<file path="config.mk">
export PLATFORM = sky130hd
export DESIGN_NAME = intel_hex_record_writer
export DESIGN_NICKNAME = d
export VERILOG_FILES = /design/src/rtl/ihexw_pkg.sv /design/src/rtl/ihexw_ram.sv /design/src/rtl/ihexw_front.sv /design/src/rtl/ihexw_queue.sv /design/src/rtl/ihexw_back.sv /design/src/rtl/intel_hex_record_writer.sv
export SDC_FILE = /design/constraint.sdc
export NUM_CORES = 1
export LEC_CHECK = 0
export ABC_AREA = 1
export BUFFER_PORTS_ARGS = -buffer_cell sky130_fd_sc_hd__buf_2
export CAP_MARGIN = 15
export CORE_MARGIN = 2
export CORE_UTILIZATION = 29
export DETAILED_ROUTE_END_ITERATION = 8
export PLACE_DENSITY = 0.46
export RECOVER_POWER = 25
export SETUP_SLACK_MARGIN = 0.2
export SLEW_MARGIN = 20
export SYNTH_ARGS = -nofsm -noshare
export SYNTH_HDL_FRONTEND = slang
export SYNTH_HIERARCHICAL = 1
export SYNTH_SLANG_ARGS = --single-unit
</file>
<file path="constraint.sdc">
create_clock -name clk_i -period 9.39 [get_ports clk_i]
set_input_delay 0.939 -clock clk_i [delete_from_list [all_inputs] [get_ports clk_i]]
set_output_delay 0.939 -clock clk_i [all_outputs]
set_load 0.02 [all_outputs]
</file>
<file path="src/rtl/ihexw_pkg.sv">
package ihexw_pkg;

  // Fixed character codes and record types of the hex text format.
  localparam logic [7:0] ChColon  = 8'h3A;
  localparam logic [7:0] ChCr     = 8'h0D;
  localparam logic [7:0] ChLf     = 8'h0A;
  localparam logic [7:0] ChNone   = 8'h00;
  localparam logic [7:0] TypeData = 8'h00;
  localparam logic [7:0] TypeEof  = 8'h01;

  // One input word.
  typedef struct packed {
    logic        cmd;
    logic [15:0] address;
    logic [7:0]  data_byte;
  } ihexw_in_t;

  // One output word.
  typedef struct packed {
    logic [7:0] out_char;
    logic       error;
    logic       last;
  } ihexw_out_t;

  // One job for the character sequencer: an error mark, or a data record
  // to flush, an end-of-file record, or both in that order.
  typedef struct packed {
    logic        is_err;
    logic        has_rec;
    logic        rec_bank;
    logic [7:0]  rec_count;
    logic [15:0] rec_addr;
    logic [7:0]  rec_csum;
    logic        has_eof;
    logic [15:0] eof_addr;
    logic [7:0]  eof_csum;
  } ihexw_job_t;

  // Release of a buffer bank once its data bytes have been read out.
  typedef struct packed {
    logic valid;
    logic bank;
  } ihexw_done_t;

  // Upper-case ASCII hex digit of a nibble.
  function automatic logic [7:0] hex_char(logic [3:0] nib);
    logic [7:0] c;
    if (nib < 4'd10) begin
      c = 8'h30 + {4'h0, nib};
    end else begin
      c = 8'h37 + {4'h0, nib};
    end
    return c;
  endfunction

endpackage

</file>
<file path="src/rtl/ihexw_ram.sv">
module ihexw_ram
  #(
    parameter int WIDTH = 8,
    parameter int DEPTH = 32
  )
  (
    input  logic                     clk_i,
    input  logic                     we_i,
    input  logic [$clog2(DEPTH)-1:0] waddr_i,
    input  logic [WIDTH-1:0]         wdata_i,
    input  logic [$clog2(DEPTH)-1:0] raddr_i,
    output logic [WIDTH-1:0]         rdata_o
  );

  logic [WIDTH-1:0] mem_q [DEPTH];
  logic [WIDTH-1:0] rdata_q;

  // One write port and one registered read port.
  always_ff @(posedge clk_i) begin
    if (we_i) begin
      mem_q[waddr_i] <= wdata_i;
    end
    rdata_q <= mem_q[raddr_i];
  end

  assign rdata_o = rdata_q;

endmodule

</file>
<file path="src/rtl/ihexw_front.sv">
module ihexw_front
  import ihexw_pkg::*;
  #(
    parameter int MAX_RECORD_BYTES = 16,
    parameter int MEMORY_SIZE      = 256,
    parameter int CNTW             = 5,
    parameter int AW               = 5
  )
  (
    input  logic        clk_i,
    input  logic        rst_ni,
    input  logic        in_valid_i,
    output logic        in_stall_o,
    input  ihexw_in_t   in_word_i,
    input  logic        q_full_i,
    output logic        q_push_o,
    output ihexw_job_t  q_job_o,
    input  ihexw_done_t done_i,
    output logic        ram_we_o,
    output logic [AW-1:0] ram_waddr_o,
    output logic [7:0]  ram_wdata_o
  );

  localparam logic [16:0]     MemSizeW = 17'(MEMORY_SIZE);
  localparam logic [CNTW-1:0] MaxCount = CNTW'(MAX_RECORD_BYTES);
  localparam logic [AW-1:0]   BankOffs = AW'(MAX_RECORD_BYTES);

  logic            hold_valid_q, hold_valid_d;
  ihexw_in_t       hold_q, hold_d;
  logic            cur_bank_q, cur_bank_d;
  logic [CNTW-1:0] count_q, count_d;
  logic [15:0]     rec_addr_q, rec_addr_d;
  logic [16:0]     exp_addr_q, exp_addr_d;
  logic            exp_valid_q, exp_valid_d;
  logic [7:0]      sum_q, sum_d;
  logic [1:0]      busy_q, busy_d;

  logic            is_fin, in_range, follows, start_new, flush, need_job;
  logic            new_bank, bank_ok, fire, wr_bank;
  logic [CNTW-1:0] wr_idx;

  // Classification of the held word.
  always_comb begin
    is_fin    = hold_q.cmd;
    in_range  = {1'b0, hold_q.address} < MemSizeW;
    follows   = exp_valid_q && (exp_addr_q == {1'b0, hold_q.address});
    start_new = !is_fin && in_range &&
                (!follows || (count_q == '0) || (count_q == MaxCount));
    flush     = (is_fin || start_new) && (count_q != '0);
    need_job  = is_fin || !in_range || flush;
    new_bank  = flush ? ~cur_bank_q : cur_bank_q;
    bank_ok   = !(start_new && busy_q[new_bank]);
    fire      = hold_valid_q && (!need_job || !q_full_i) && bank_ok;
  end

  assign in_stall_o = hold_valid_q && !fire;

  // Job handed to the character sequencer.
  always_comb begin
    q_push_o          = fire && need_job;
    q_job_o.is_err    = !is_fin && !in_range;
    q_job_o.has_rec   = flush;
    q_job_o.rec_bank  = cur_bank_q;
    q_job_o.rec_count = 8'(count_q);
    q_job_o.rec_addr  = rec_addr_q;
    q_job_o.rec_csum  = 8'(8'h00 - (sum_q + 8'(count_q) + TypeData));
    q_job_o.has_eof   = is_fin;
    q_job_o.eof_addr  = hold_q.address;
    q_job_o.eof_csum  = 8'(8'h00 - (hold_q.address[15:8] + hold_q.address[7:0] + TypeEof));
  end

  // Buffer write: a new record starts at index zero of its bank.
  always_comb begin
    wr_bank     = start_new ? new_bank : cur_bank_q;
    wr_idx      = start_new ? '0 : count_q;
    ram_we_o    = fire && !is_fin && in_range;
    ram_waddr_o = wr_bank ? (BankOffs + AW'(wr_idx)) : AW'(wr_idx);
    ram_wdata_o = hold_q.data_byte;
  end

  // Record state update.
  always_comb begin
    hold_valid_d = hold_valid_q;
    hold_d       = hold_q;
    cur_bank_d   = cur_bank_q;
    count_d      = count_q;
    rec_addr_d   = rec_addr_q;
    exp_addr_d   = exp_addr_q;
    exp_valid_d  = exp_valid_q;
    sum_d        = sum_q;
    busy_d       = busy_q;

    if (fire) begin
      hold_valid_d = 1'b0;
      if (is_fin) begin
        if (flush) begin
          count_d    = '0;
          cur_bank_d = ~cur_bank_q;
        end
      end else begin
        exp_addr_d  = 17'(hold_q.address) + 17'd1;
        exp_valid_d = 1'b1;
        if (in_range) begin
          if (start_new) begin
            cur_bank_d = new_bank;
            rec_addr_d = hold_q.address;
            count_d    = CNTW'(1);
            sum_d      = 8'(hold_q.address[15:8] + hold_q.address[7:0] + hold_q.data_byte);
          end else begin
            count_d = count_q + CNTW'(1);
            sum_d   = 8'(sum_q + hold_q.data_byte);
          end
        end
      end
    end

    if (done_i.valid) begin
      busy_d[done_i.bank] = 1'b0;
    end
    if (fire && flush) begin
      busy_d[cur_bank_q] = 1'b1;
    end

    if (in_valid_i && !in_stall_o) begin
      hold_valid_d = 1'b1;
      hold_d       = in_word_i;
    end
  end

  // Control registers.
  always_ff @(posedge clk_i or negedge rst_ni) begin
    if (!rst_ni) begin
      hold_valid_q <= 1'b0;
      cur_bank_q   <= 1'b0;
      count_q      <= '0;
      rec_addr_q   <= '0;
      exp_addr_q   <= '0;
      exp_valid_q  <= 1'b0;
      sum_q        <= '0;
      busy_q       <= '0;
    end else begin
      hold_valid_q <= hold_valid_d;
      cur_bank_q   <= cur_bank_d;
      count_q      <= count_d;
      rec_addr_q   <= rec_addr_d;
      exp_addr_q   <= exp_addr_d;
      exp_valid_q  <= exp_valid_d;
      sum_q        <= sum_d;
      busy_q       <= busy_d;
    end
  end

  // Held word payload.
  always_ff @(posedge clk_i) begin
    hold_q <= hold_d;
  end

  // The pending record never grows past the record limit.
  a_count_max: assert property (@(posedge clk_i) disable iff (!rst_ni)
    count_q <= MaxCount)
    else $error("pending record count above limit");

  // A byte is never written into a bank that is still being read out.
  a_no_busy_write: assert property (@(posedge clk_i) disable iff (!rst_ni)
    ram_we_o |-> !busy_q[wr_bank])
    else $error("write into a bank still in use");

endmodule

</file>
<file path="src/rtl/ihexw_queue.sv">
module ihexw_queue
  import ihexw_pkg::*;
  (
    input  logic       clk_i,
    input  logic       rst_ni,
    input  logic       push_i,
    input  ihexw_job_t job_i,
    output logic       full_o,
    input  logic       pop_i,
    output logic       empty_o,
    output ihexw_job_t job_o
  );

  ihexw_job_t entry_q [2];
  logic       wr_ptr_q, rd_ptr_q;
  logic [1:0] cnt_q;

  assign full_o  = cnt_q == 2'd2;
  assign empty_o = cnt_q == 2'd0;
  assign job_o   = entry_q[rd_ptr_q];

  // Pointers and fill level.
  always_ff @(posedge clk_i or negedge rst_ni) begin
    if (!rst_ni) begin
      wr_ptr_q <= 1'b0;
      rd_ptr_q <= 1'b0;
      cnt_q    <= 2'd0;
    end else begin
      if (push_i) begin
        wr_ptr_q <= ~wr_ptr_q;
      end
      if (pop_i) begin
        rd_ptr_q <= ~rd_ptr_q;
      end
      cnt_q <= cnt_q + {1'b0, push_i} - {1'b0, pop_i};
    end
  end

  // Entry storage.
  always_ff @(posedge clk_i) begin
    if (push_i) begin
      entry_q[wr_ptr_q] <= job_i;
    end
  end

  // Neither side runs past the fill level.
  a_no_overrun: assert property (@(posedge clk_i) disable iff (!rst_ni)
    !(push_i && full_o) && !(pop_i && empty_o))
    else $error("job queue overrun or underrun");

endmodule

</file>
<file path="src/rtl/ihexw_back.sv">
module ihexw_back
  import ihexw_pkg::*;
  #(
    parameter int MAX_RECORD_BYTES = 16,
    parameter int CNTW             = 5,
    parameter int AW               = 5
  )
  (
    input  logic          clk_i,
    input  logic          rst_ni,
    input  logic          q_empty_i,
    input  ihexw_job_t    q_job_i,
    output logic          q_pop_o,
    output ihexw_done_t   done_o,
    output logic [AW-1:0] ram_raddr_o,
    input  logic [7:0]    ram_rdata_i,
    output logic          out_valid_o,
    input  logic          out_stall_i,
    output ihexw_out_t    out_word_o
  );

  localparam logic [AW-1:0] BankOffs = AW'(MAX_RECORD_BYTES);

  typedef enum logic [10:0] {
    StIdle  = 11'b000_0000_0001,
    StErr   = 11'b000_0000_0010,
    StColon = 11'b000_0000_0100,
    StCnt   = 11'b000_0000_1000,
    StAdh   = 11'b000_0001_0000,
    StAdl   = 11'b000_0010_0000,
    StTyp   = 11'b000_0100_0000,
    StData  = 11'b000_1000_0000,
    StSum   = 11'b001_0000_0000,
    StCr    = 11'b010_0000_0000,
    StLf    = 11'b100_0000_0000
  } bk_state_e;

  bk_state_e       state_q, state_d;
  logic            nib_q, nib_d;
  logic [CNTW-1:0] idx_q, idx_d;
  logic            eof_q, eof_d;
  ihexw_job_t      job_q, job_d;
  logic            out_valid_q, out_valid_d;
  ihexw_out_t      out_word_q, out_word_d;

  logic            emit, byte_done, last_byte;
  logic [7:0]      byte_val;
  ihexw_out_t      cur_word;

  assign emit      = (state_q != StIdle) && (!out_valid_q || !out_stall_i);
  assign byte_done = emit && nib_q;
  assign last_byte = (8'(idx_q) + 8'd1) == job_q.rec_count;

  // Byte that the current field sends as two hex digits.
  always_comb begin
    unique case (state_q)
      StCnt:   byte_val = eof_q ? 8'h00 : job_q.rec_count;
      StAdh:   byte_val = eof_q ? job_q.eof_addr[15:8] : job_q.rec_addr[15:8];
      StAdl:   byte_val = eof_q ? job_q.eof_addr[7:0] : job_q.rec_addr[7:0];
      StTyp:   byte_val = eof_q ? TypeEof : TypeData;
      StData:  byte_val = ram_rdata_i;
      StSum:   byte_val = eof_q ? job_q.eof_csum : job_q.rec_csum;
      default: byte_val = 8'h00;
    endcase
  end

  // Character of the current step.
  always_comb begin
    unique case (state_q)
      StColon: cur_word.out_char = ChColon;
      StCr:    cur_word.out_char = ChCr;
      StLf:    cur_word.out_char = ChLf;
      StErr:   cur_word.out_char = ChNone;
      StIdle:  cur_word.out_char = ChNone;
      default: cur_word.out_char = hex_char(nib_q ? byte_val[3:0] : byte_val[7:4]);
    endcase
    cur_word.error = state_q == StErr;
    cur_word.last  = (state_q == StErr) ||
                     ((state_q == StLf) && (eof_q || !job_q.has_eof));
  end

  // Character sequencer.
  always_comb begin
    state_d = state_q;
    nib_d   = nib_q;
    idx_d   = idx_q;
    eof_d   = eof_q;
    job_d   = job_q;
    q_pop_o = 1'b0;
    done_o  = '{valid: 1'b0, bank: job_q.rec_bank};

    if (emit && (state_q != StColon) && (state_q != StCr) &&
        (state_q != StLf) && (state_q != StErr)) begin
      nib_d = ~nib_q;
    end

    unique case (state_q)
      StIdle: begin
        if (!q_empty_i) begin
          q_pop_o = 1'b1;
          job_d   = q_job_i;
          idx_d   = '0;
          nib_d   = 1'b0;
          eof_d   = !q_job_i.has_rec;
          state_d = q_job_i.is_err ? StErr : StColon;
        end
      end
      StErr: begin
        if (emit) state_d = StIdle;
      end
      StColon: begin
        if (emit) state_d = StCnt;
      end
      StCnt: begin
        if (byte_done) state_d = StAdh;
      end
      StAdh: begin
        if (byte_done) state_d = StAdl;
      end
      StAdl: begin
        if (byte_done) state_d = StTyp;
      end
      StTyp: begin
        if (byte_done) begin
          idx_d   = '0;
          state_d = eof_q ? StSum : StData;
        end
      end
      StData: begin
        if (byte_done) begin
          if (last_byte) begin
            done_o.valid = 1'b1;
            state_d      = StSum;
          end else begin
            idx_d = idx_q + CNTW'(1);
          end
        end
      end
      StSum: begin
        if (byte_done) state_d = StCr;
      end
      StCr: begin
        if (emit) state_d = StLf;
      end
      StLf: begin
        if (emit) begin
          if (!eof_q && job_q.has_eof) begin
            eof_d   = 1'b1;
            state_d = StColon;
          end else begin
            state_d = StIdle;
          end
        end
      end
      default: state_d = StIdle;
    endcase
  end

  // Read from the next index, so that through the registered RAM read the byte is there when its first digit goes out.
  assign ram_raddr_o = job_d.rec_bank ? (BankOffs + AW'(idx_d)) : AW'(idx_d);

  // Output register.
  always_comb begin
    out_valid_d = out_valid_q;
    out_word_d  = out_word_q;
    if (emit) begin
      out_valid_d = 1'b1;
      out_word_d  = cur_word;
    end else if (!out_stall_i) begin
      out_valid_d = 1'b0;
    end
  end

  always_ff @(posedge clk_i or negedge rst_ni) begin
    if (!rst_ni) begin
      state_q     <= StIdle;
      nib_q       <= 1'b0;
      idx_q       <= '0;
      eof_q       <= 1'b0;
      out_valid_q <= 1'b0;
    end else begin
      state_q     <= state_d;
      nib_q       <= nib_d;
      idx_q       <= idx_d;
      eof_q       <= eof_d;
      out_valid_q <= out_valid_d;
    end
  end

  always_ff @(posedge clk_i) begin
    job_q      <= job_d;
    out_word_q <= out_word_d;
  end

  assign out_valid_o = out_valid_q;
  assign out_word_o  = out_word_q;

  // Data bytes are only read inside the record's fill.
  a_idx_in_record: assert property (@(posedge clk_i) disable iff (!rst_ni)
    (state_q == StData) |-> (8'(idx_q) < job_q.rec_count))
    else $error("data index beyond record count");

  // A job taken while the sequencer is idle always starts the sequencer.
  a_pop_idle: assert property (@(posedge clk_i) disable iff (!rst_ni)
    q_pop_o |=> (state_q != StIdle))
    else $error("job taken without starting the sequencer");

endmodule

</file>
<file path="src/rtl/intel_hex_record_writer.sv">
// A word is held in a register and classified; the records it closes go
// through the job queue and the sequencer into the output register.
// Appended bytes never stall the input; the sequencer takes each job while
// idle and sends one character per cycle unless the output stalls:
// 2 * count + 13 for a data record, 13 for end of file, 1 for an error word.
// Reset clears all control state; the record buffer RAM is not cleared.
module intel_hex_record_writer
  import ihexw_pkg::*;
  #(
    parameter int MAX_RECORD_BYTES = 16,
    parameter int MEMORY_SIZE      = 256
  )
  (
    input  logic       clk_i,
    input  logic       rst_ni,
    input  logic       in_valid_i,
    output logic       in_stall_o,
    input  ihexw_in_t  in_word_i,
    output logic       out_valid_o,
    input  logic       out_stall_i,
    output ihexw_out_t out_word_o
  );

  localparam int CNTW  = $clog2(MAX_RECORD_BYTES + 1);
  localparam int DEPTH = 2 * MAX_RECORD_BYTES;
  localparam int AW    = $clog2(DEPTH);

  logic          q_full, q_push, q_pop, q_empty;
  ihexw_job_t    q_job_in, q_job_out;
  ihexw_done_t   done;
  logic          ram_we;
  logic [AW-1:0] ram_waddr, ram_raddr;
  logic [7:0]    ram_wdata, ram_rdata;

  // Two banks of the record buffer: one fills while the other is sent.
  ihexw_ram #(
    .WIDTH (8),
    .DEPTH (DEPTH)
  ) u_buf (
    .clk_i   (clk_i),
    .we_i    (ram_we),
    .waddr_i (ram_waddr),
    .wdata_i (ram_wdata),
    .raddr_i (ram_raddr),
    .rdata_o (ram_rdata)
  );

  ihexw_front #(
    .MAX_RECORD_BYTES (MAX_RECORD_BYTES),
    .MEMORY_SIZE      (MEMORY_SIZE),
    .CNTW             (CNTW),
    .AW               (AW)
  ) u_front (
    .clk_i       (clk_i),
    .rst_ni      (rst_ni),
    .in_valid_i  (in_valid_i),
    .in_stall_o  (in_stall_o),
    .in_word_i   (in_word_i),
    .q_full_i    (q_full),
    .q_push_o    (q_push),
    .q_job_o     (q_job_in),
    .done_i      (done),
    .ram_we_o    (ram_we),
    .ram_waddr_o (ram_waddr),
    .ram_wdata_o (ram_wdata)
  );

  ihexw_queue u_queue (
    .clk_i   (clk_i),
    .rst_ni  (rst_ni),
    .push_i  (q_push),
    .job_i   (q_job_in),
    .full_o  (q_full),
    .pop_i   (q_pop),
    .empty_o (q_empty),
    .job_o   (q_job_out)
  );

  ihexw_back #(
    .MAX_RECORD_BYTES (MAX_RECORD_BYTES),
    .CNTW             (CNTW),
    .AW               (AW)
  ) u_back (
    .clk_i       (clk_i),
    .rst_ni      (rst_ni),
    .q_empty_i   (q_empty),
    .q_job_i     (q_job_out),
    .q_pop_o     (q_pop),
    .done_o      (done),
    .ram_raddr_o (ram_raddr),
    .ram_rdata_i (ram_rdata),
    .out_valid_o (out_valid_o),
    .out_stall_i (out_stall_i),
    .out_word_o  (out_word_o)
  );

endmodule

</file>
# After elaboration in Yosys (flattened, before gate mapping)
# Memories as Yosys holds them, arrays and structs flattened. A register that Yosys moved wholly into a read port is not among the register bits.
# Index checks and enable logic that the tools add are counted.
# Widths: inputs -> output; s select.
[classes]
mux = 72
magnitude_cmp = 7
reduce_logical = 61
n_bitwise = 9
eq_ne = 35
n_addsub = 17
[ops]
columns = ["operator", "n"]
rows = [
  ["$mux 11", 12],
  ["$pmux 11 s11", 1],
  ["$mux 58", 2],
  ["$mux 5", 11],
  ["$mux 8", 6],
  ["$pmux 8 s6", 1],
  ["$pmux 8 s4", 1],
  ["$mux 1", 28],
  ["$add 8x8->8", 3],
  ["$logic_and 1x1->1", 24],
  ["$ne 2x1->1 const B", 12],
  ["$add 16x1->17 const B", 1],
  ["$eq 17x16->1", 1],
  ["$lt 16x9->1 const B", 1],
  ["$sub 1x8->8 const A", 2],
  ["$pmux 5 s3", 1],
  ["$add 6x4->7 const A", 2],
  ["$logic_not 1->1", 13],
  ["$reduce_and 12->1", 1],
  ["$eq 11x1->1 const B", 1],
  ["$eq 11x10->1 const B", 1],
  ["$eq 11x11->1 const B", 1],
  ["$eq 11x2->1 const B", 1],
  ["$eq 11x3->1 const B", 1],
  ["other kinds (44)", 73],
]
[word_totals]
register_bits = 167
word_cells = 232
ram_bits = 370
n_memories = 2
[mem_list]
columns = ["memory", "words", "width", "rd", "rd_ports_with_merged_regs", "write_ports", "line", "rtl"]
rows = [
  ["u_buf.mem_q", 32, 8, 1, 1, 1, "ihexw_ram.sv:15", "logic [WIDTH-1:0] mem_q [DEPTH];"],
  ["u_queue.entry_q", 2, 57, 1, 0, 1, "ihexw_queue.sv:14", "ihexw_job_t entry_q [2];"],
]

# Longest topological paths before layout
# Gate-level depths: netlist (run 1).
[depth]
ltp_word = 19
mapped_depth = 27
mapped_depth_nobuf = 24

# Hierarchy
# The synthesis (run 1) kept the hierarchy.
[by_module_without_submodules]
columns = ["module", "instances", "cells_per_inst", "area_per_inst_um2", "seq_area_each_um2"]
rows = [
  ["ihexw_ram", 1, 922, 10786.6, 7847.5],
  ["ihexw_front", 1, 555, 4649.5, 2026.9],
  ["ihexw_queue", 1, 338, 4644.5, 3703.6],
  ["ihexw_back", 1, 509, 4464.3, 2478.6],
]

# Worst setup path after synthesis (run 1)
# Ideal clock, no wire load.
[synth_path]
path_type = "reg2reg"
startpoint = "register u_front.count_q[0]"
endpoint = "memory u_queue/entry_q[0][0] (netlist name) (enable)"
slack_ns = 4.225
path_stages_with_launch = 18
arrival_time_ns = 4.687
period_less_slack_ns = 5.165
setup_time_ns = 0.478
n_path_buf = 0
required_ns = 8.912
path_cell_list = "dfrtp_1 inv_1 ha_1 nand2_1 nor2_1 nor2_1 nand2_1 nor2_1 nand2_1 nand2_4 nand2_2 nand2_2 nand2_1 a21oi_4 nand2_1 a21oi_1 inv_1 nor2_1"
[synth_via]
elab_chain_len = 15
[synth_rtl]
columns = ["item", "line", "rtl"]
rows = [
  ["from (decl)", "ihexw_front.sv:31", "logic [CNTW-1:0] count_q, count_d;"],
  ["from (signal assigned)", "ihexw_front.sv:144", "count_q <= count_d;"],
  ["$logic_not 5->1", "ihexw_front.sv:48", "(!follows || (count_q == '0) || (count_q == MaxCount));"],
  ["$logic_or 1x1->1 (2 in a row)", "ihexw_front.sv:48", ""],
  ["$logic_and 1x1->1", "ihexw_front.sv:47", "start_new = !is_fin && in_range &&"],
  ["$logic_or 1x1->1", "ihexw_front.sv:49", "flush = (is_fin || start_new) && (count_q != '0);"],
  ["$logic_and 1x1->1", "ihexw_front.sv:49", ""],
  ["$mux 1", "ihexw_front.sv:51", "new_bank = flush ? ~cur_bank_q : cur_bank_q;"],
  ["$mux 1 (not written as such) (2 in a row)", "ihexw_front.sv:52", "bank_ok = !(start_new && busy_q[new_bank]);"],
  ["$logic_and 1x1->1", "ihexw_front.sv:52", ""],
  ["$logic_not 1->1", "ihexw_front.sv:52", ""],
  ["$logic_and 1x1->1", "ihexw_front.sv:53", "fire = hold_valid_q && (!need_job || !q_full_i) && bank_ok;"],
  ["$logic_and 1x1->1 (*)", "ihexw_front.sv:60", "q_push_o = fire && need_job;"],
  ["net q_push", "intel_hex_record_writer.sv:28", "logic q_full, q_push, q_pop, q_empty;"],
  ["$mux 1 (*)", "ihexw_queue.sv:41", "if (push_i) begin"],
  ["$mux 1 (not written as such) (*)", "ihexw_queue.sv:42", "entry_q[wr_ptr_q] <= job_i;"],
  ["to (decl)", "ihexw_queue.sv:14", ""],
]
# The timed path passes the listed nets; every way through them passes the cells marked *. The select of a mux whose other input is x is not followed.

# Worst setup path after layout (run 1)
[layout_path]
startpoint = "register u_back.state_q[10]"
endpoint = "register u_buf.rdata_q[5], in the netlist u_buf/rdata_o[5] (read register of u_buf.mem_q)"
[layout_via]
elab_chain_len = 7
[layout_rtl]
columns = ["item", "line", "rtl"]
rows = [
  ["from (decl)", "ihexw_back.sv:38", "bk_state_e state_q, state_d;"],
  ["from (signal assigned)", "ihexw_back.sv:176", "state_q <= StIdle;"],
  ["from (signal assigned)", "ihexw_back.sv:182", "state_q <= state_d;"],
  ["$ne 11x1->1 (*)", "ihexw_back.sv:50", "assign emit = (state_q != StIdle) && (!out_valid_q || !out_stall_i);"],
  ["$logic_and 1x1->1 (*)", "ihexw_back.sv:50", ""],
  ["net u_back.emit", "ihexw_back.sv:46", "logic emit, byte_done, last_byte;"],
  ["$logic_and 1x1->1 (*)", "ihexw_back.sv:51", "assign byte_done = emit && nib_q;"],
  ["$mux 5 (on tied branches)", "ihexw_back.sv:130, ihexw_back.sv:124", ""],
  ["$pmux 5 s3 (*)", "ihexw_back.sv:97", "unique case (state_q)"],
  ["$add 5x5->5", "ihexw_back.sv:160", "assign ram_raddr_o = job_d.rec_bank ? (BankOffs + AW'(idx_d)) : AW'(idx_d);"],
  ["$mux 5 (*)", "ihexw_back.sv:160", ""],
  ["net ram_raddr[0]", "intel_hex_record_writer.sv:32", "logic [AW-1:0] ram_waddr, ram_raddr;"],
  ["to (decl)", "ihexw_ram.sv:16", "logic [WIDTH-1:0] rdata_q;"],
]
# The timed path passes the listed nets; every way through them passes the cells marked *.
# A chain may end at the register's enable or synchronous reset.

==> results of run 1 <==
power groups by stage:
| stage | sequential [mW] | combinational, mW | clock [mW] |
|---|---|---|---|
| final | 3.61 | 1.60 | 2.48 |
| after global placement | 3.65 | 1.62 | 0 |
| after global routing | 3.66 | 1.82 | 2.64 |
| after floorplan | 3.59 | 1.10 | 0 |
| after detailed placement | 3.66 | 1.63 | 0 |
| after CTS | 3.61 | 1.63 | 2.55 |
per-stage QoR:
step | std cells | hold slack [ps] | instance area, sq um | power, mW
final | 3527 | 397.3 | 27700 | 7.683
after global routing | 3527 | 446.8 | 27700 | 8.118
after floorplan | 2326 | 421.4 | 24550 | 4.687
after global placement | 3419 | 439.8 | 25640 | 5.271
after detailed placement | 3419 | 442.9 | 25640 | 5.288
after CTS | 3527 | 130.6 | 27730 | 7.796
per-layer routing:
layer  vias up  share of wire (%)  routed length, um  global-route usage [%]
li1       7853                  -                  -                       -
met5         -                  0                  0                       0
met3        90                5.1               3246                   2.436
met4         0                2.2               1425                   4.069
met1      7960                 47              30230                   20.89
met2       426                 45              29060                   23.31
flip-flops by register name (all words and copies together) (netlist names), 2 cells and up:
register,count
u_buf/mem_q,256
u_queue/entry_q,120
u_back/job_q,57
u_front/exp_addr_q,17
u_front/q_job_o,16
u_front/rec_addr_q,16
u_back/state_q,11
u_back/out_word_o,9
u_buf/rdata_o,8
u_front/ram_wdata_o,8
u_front/sum_q,8
u_back/idx_q,5
u_front/count_q,5
u_front/busy_q,2
u_queue/cnt_q,2
cells in the mapped netlist, types with 6 or more instances:
cell        n
nand2_1   743
edfxtp_1  467
nand2_2    12
nor3_1     11
ha_1       32
buf_4      28
dfrtp_1    73
xnor2_1     7
a21oi_1    19
nand2_4     6
inv_2      14
clkbuf_1   17
dfxtp_1     9
nand3_1   288
nor2_1    107
o21ai_1     9
o21ai_0    95
buf_2      26
buf_6      28
xor2_1     35
inv_1     196
nand4_1    49
cells in the final DEF, fill, tap and decap left out, types with 3 or more instances in the layout:
| cell | n |
|---|---|
| nor2_2 | 5 |
| buf_2 | 36 |
| xnor2_1 | 7 |
| nor4_1 | 4 |
| bufinv_16 | 11 |
| nor3_1 | 11 |
| conb_1 | 4 |
| inv_1 | 193 |
| inv_2 | 14 |
| nand2_1 | 742 |
| o21ai_0 | 95 |
| dfrtp_1 | 72 |
| a21oi_4 | 3 |
| clkbuf_1 | 17 |
| o21ai_1 | 8 |
| nand4_1 | 49 |
| nand2_2 | 13 |
| clkbuf_16 | 58 |
| nor2_1 | 106 |
| clkbuf_8 | 8 |
| clkinv_1 | 7 |
| nand3_1 | 288 |
| nand3_2 | 4 |
| a21oi_1 | 17 |
| nand3b_1 | 3 |
| edfxtp_1 | 467 |
| buf_4 | 16 |
| fa_1 | 3 |
| ha_1 | 32 |
| clkinv_2 | 9 |
| clkinvlp_4 | 7 |
| xor2_1 | 35 |
| dfxtp_1 | 9 |
| nand2_4 | 6 |
| nor2_4 | 4 |
worst max-delay path, cell delays in order (launching register included):
cell	delay, ps
dfrtp_1	450
nor2_2	200
nand2_4	120
nor2_8	190
inv_2	60
nor2_4	140
inv_2	90
nand2_2	100
inv_2	130
nand2_4	110
nand2_1	90
nand2_1	110
nor2_1	90
a21oi_4	120
buf_4	600
clkinv_2	880
buf_4	650
nand2_1	200
nand3_1	90
nand3_1	140
nand2_1	90
nand2_1	90
nand2_1	60
nand2_1	60
nand2_1	50
layout make-up:
cell class	instances	area, sq um
Clock buffer	73	1588
Clock inverter	35	504.2
Fill cell	8440	55990
Inverter	212	800.8
Multi-Input combinational cell	1461	6992
Sequential cell	550	16060
Tap cell	1134	1419
Timing Repair Buffer	62	337.8
kinds of logic (layout without fill, tap and decap cells):
logic type | count (synthesis) | after routing
AND/OR/NAND/NOR | 1244 | 1244
flip-flops | 550 | 550
buffers and inverters | 315 | 382
AO/OA/AOI/OAI | 135 | 135
XOR/XNOR | 42 | 42
adder cells (fa/ha/maj) | 35 | 35
other | 2 | 4
multiplexers | 1 | 1
final timing paths:
kind / startpoint / endpoint / slack (ps) / depth (start not counted)
worst max register to register: u_back/state_q[10] / u_buf/rdata_o[5] / 4260 / 24
worst max-delay path: u_back/state_q[10] / u_buf/rdata_o[5] / 4260 / 24
min in group clk_i: u_front/exp_valid_q / u_front/exp_valid_q / 450 / 2
max in group asynchronous: rst_ni / u_front/sum_q[4] / 7480 / 2
worst min register to register: u_front/exp_valid_q / u_front/exp_valid_q / 450 / 2
worst min-delay path: rst_ni / u_back/idx_q[3] / 400 / 1
==> flow_summary.toml, run 1 <==
[outcome]
outcome = "finished, violations left"
violations = "capacitance limit, slew limit"

[finish]
antenna_cells = 0
area_growth_pct = 12.86
drive_gt1_share_pct = 8.776
nets = 2408
final_core_util_pct = 33.10

[yosys]
synth_cell_type_count = 49
synth_fa_ha_area_share_pct = 1.876
synthCells = 2324
netlist.top_cell.by_area = "edfxtp_1"
netlist.area_leader.share_pct = 57.13
synthMuxAreaShare_pct = 0.04078
seq_area_frac_synth_pct = 65.42
synth_top_flop_cell = "edfxtp_1"
synth_edf_count = 467
yosys.area_share.simple_pct = 21.95
synth_top_family_by_area = "simple AND/OR/NAND/NOR gates"
synth_area_leaders = "edfxtp_1 (57%), nand2_1 (11%), dfrtp_1 (7.4%)"
synth_xor_xnor_area_share_pct = 1.499
synth.cell_area_sq_um = 24540
avgSynthCellArea_sq_um = 10.56
ys_ff_latch = 550
async_flop_share_pct = 13.45
yosysWarnings = 6
synth_compound_area_share_pct = 2.941

[clock_tree]
clk_pin_slew_worst_paths_ps = 60
clock_path_buffers = 3
clkSinkCount = 550
cts_setup_buffers = 0
htreeDepth = 2
numCtsBuffers = 57
cts_tree = "built"
cts_resized = 0
clkLatencyLatePin_ps = 630
clockRootBuffer = "clkbuf_16"
hold_buffers = 0

[timing]
clock_skew_ps = 30.67
slew_headroom_pct = -56.61
fmaxAchievable_mhz = 194.9
hold_viol = 0
fin_ws_ps = 4259
worst_pin_slew_ps = 2349
fin_crit_ps = 5131
finalSetupViolations = 0
setup_tns_ps = 0
slew_violations = 239
rsz0062_at_grt = "false"
fin_crit_sh_pct = 54.64

[die]
start_util_pct = 29.33
die_x_um = 294.9
die_y_um = 294.9
core_region_area_sq_um = 83690
pin_count = 41
placementRows = 106
dieArea_sq_um = 86980

[worst_hold_path]
hold_path.class = "in -> async"

[power_and_ir_drop]
leakagePower_nw = 11.08
switching_power_mw = 2.432
p_int_mw = 5.252
irDropWorstVdd_mv = 0.1456
seqPwrFrac_pct = 46.9
comb_power_share_pct = 20.8
powerDensity_nw_per_um2 = 277.4
p_clk_share_pct = 32.3
switching_share_pct = 31.65

[placement]
dp_worst_setup_slack_ps = 4334
dp_hpwl_um = 41000
gp_congestion = 0.8495
io_buffers = 39

[setup_path]
crit_arrival_ps = 5650
worstSetupPathType = "reg -> reg"
worst-path-max-fanout = 75
required_ps = 9910
endpoint_kind = "register"
start_kind = "register"

[routing]
drcViolationCount = 0
post_drt_wl_per_cell_um = 18.13
routed_wl_um = 63960
ant_nets = 0
vias_per_cell = 4.630
first_pass_iters = 5
drt-initial-drc-count = 1385
vias = 16329

[global_routing]
grt_usage_pct = 14.75
grt_pass1_wl_um = 98210
grt_antenna_before_repair = 1
grt_max_degree = 76
overflow = 0
grt_pass1_vias = 16078

[run]
drv_cap = 7
Power figures use the tool's default switching activity.
==> run 2, diff against run 1 <==
Clock period 9.39 ns to 5.3 ns, I/O delays scaled along.
==> run 2 against run 1 <==
Net effect: the run still ends with capacitance limit, slew limit left; via count fell by 1.0%; critical path type unchanged; register-to-register slack lost 3400 ps; die area is the same; setup slack got worse by 3400 ps; final cell count is 0.17% higher; hold slack lost 310 ps; clock skew shrank 3.8 ps.
==> flow_summary.toml, run 2 (synthesized netlist as in run 1, its figures left out) <==
[outcome]
outcome = "finished, violations left"
violations = "capacitance limit, slew limit"

[routing]
dr_wl_met3_um = 2961
ant_nets = 0
top_layer = "met4"
drcViolationCount = 0
first_pass_iters = 5
post_drt_wl_per_cell_um = 17.68
vias_per_cell = 4.576
routed_wl_um = 62450
wl_met2_um = 28390
wl_met1_um = 29680
drt-initial-drc-count = 1344
vias = 16166

[die]
dieArea_sq_um = 86980
placementRows = 106
pin_count = 41
die_x_um = 294.9
die_y_um = 294.9
start_util_pct = 29.33
core_region_area_sq_um = 83690

[placement]
dp_hpwl_um = 40440
dp_worst_setup_slack_ps = 974.1
io_buffers = 39
gp_congestion = 0.8563

[timing]
fmaxAchievable_mhz = 227.6
slew_violations = 232
slew_headroom_pct = -49.63
rsz0062_at_grt = "false"
clock_skew_ps = 26.88
hold_viol = 0
worst_hold_slack_ps = 84.32
fin_ws_ps = 905.4
fin_crit_ps = 4395
setup_tns_ps = 0
finalSetupViolations = 0
worst_pin_slew_ps = 2244
fin_crit_sh_pct = 82.92

[finish]
layout_common_cells = "nand2_1 (742), edfxtp_1 (467), nand3_1 (288)"
top_regs = "u_buf/mem_q (256), u_queue/entry_q (120), u_back/job_q (57)"
final_common_cell = "nand2_1"
nets = 2417
antenna_cells = 0
largest_reg_flops = 256
top_register = "u_buf/mem_q"
drive_gt1_share_pct = 8.712
area_growth_pct = 12.84
fillers = 8424

[setup_path]
crit_arrival_ps = 4630
worstSetupPathType = "reg -> reg"
cp-endpoint = "u_buf/mem_q[5][1]"
required_ps = 5540
reg2reg_to = "u_buf/mem_q[5][1]"
worstPathCellList = "nor4_1 -> nand2_1 -> nor2_4 -> nand2_4 -> nand2_2 -> nand2_2 -> nand2_1 -> nand3_1 -> nand3_2 -> nand3_2 -> inv_1 -> nand3_1 -> nor2_1"
slowest_stage = "nor2_1"
ff2ff_path_depth = 13
worstSetupStartpoint = "u_front/q_job_o[18]"
max_stage_delay_ps = 830
r2r_setup_slack_ps = 910
timing.rr.start = "u_front/q_job_o[18]"
start_kind = "register"
endpoint_kind = "register"
worst-path-max-fanout = 19

[clock_tree]
clkSinkCount = 550
cts_resized = 0
cts_tree = "built"
clock_path_buffers = 3
clk_pin_slew_worst_paths_ps = 60
htreeDepth = 2
hold_buffers = 1
clkLatencyLatePin_ps = 620
clockRootBuffer = "clkbuf_16"
cts_setup_buffers = 0
numCtsBuffers = 57

[global_routing]
grt_usage_pct = 14.45
grt_max_degree = 76
overflow = 0
grt_pass1_vias = 16044
grt_pass1_wl_um = 96260
grt_antenna_before_repair = 0

[power_and_ir_drop]
powerDensity_nw_per_um2 = 485.9
power_mw = 13.46
leakagePower_nw = 11.09
irDropWorstVdd_mv = 0.2889

[worst_hold_path]
holdPathStages = 1
hold_start = "in_word_i[19]"
hold_path.class = "in -> reg"

[run]
drv_cap = 7
[run 2: cell count changes in the layout (fill, tap and decap cells not counted), moves of 3 or more]
| cell | before | now |
|---|---|---|
| buf_12 | 0 | 3 |
| buf_4 | 16 | 22 |
| clkbuf_1 | 17 | 23 |
| clkbuf_8 | 8 | 2 |
| clkinv_2 | 9 | 14 |
| clkinvlp_4 | 7 | 3 |
[run 2: worst min path at each step]
stage | end | slack, ps
floorplan | u_back/eof_q | 230
global placement | u_front/exp_valid_q | 440
detailed placement | u_front/exp_valid_q | 440
CTS | u_front/q_job_o[15] | 40
global route | u_front/q_job_o[19] | 60
finish | u_front/q_job_o[19] | 80
[run 2: cell type report]
cell class / instances / area, sq um / area share, %
Tap cell: 1134 / 1419 / 5.123
Clock buffer: 72 / 1524 / 5.502
Inverter: 212 / 799.5 / 2.887
Multi-Input combinational cell: 1461 / 6992 / 25.24
Timing Repair Buffer: 71 / 446.7 / 1.613
Sequential cell: 550 / 16060 / 57.99
Clock inverter: 33 / 455.4 / 1.644
[run 2: worst max-delay path: cells and delay by family, from the launching register on]
| family | cells | cell delay (ps) |
|---|---|---|
| buf+inv | 1 | 190 |
| simple gates | 12 | 3250 |
| flops | 1 | 550 |
[run 2: metrics by stage]
step / instances / utilization, % / instance area [sq um]
floorplan: 2326 / - / 24550
detailed placement: 3427 / 30.75 / 25740
global route: 3533 / 33.10 / 27700
global placement: 3427 / 30.75 / 25740
CTS: 3533 / 33.13 / 27730
finish: 3533 / 33.10 / 27700
[run 2: layer usage]
layer | vias up | global-route usage [%]
li1 | 7861 | -
met1 | 7839 | 20.54
met2 | 385 | 22.77
met3 | 81 | 2.330
met4 | 0 | 4.082
met5 | - | 0
[run 2: where the power goes]
| group | total [mW] | internal [mW] | switching (mW) | leakage (nW) |
|---|---|---|---|---|
| clock network | 4.22 | 2.56 | 1.66 | 0.963 |
| logic | 2.87 | 0.744 | 2.12 | 4.78 |
| registers | 6.37 | 5.92 | 0.445 | 5.35 |
| total | 13.5 | 9.23 | 4.23 | 11.1 |
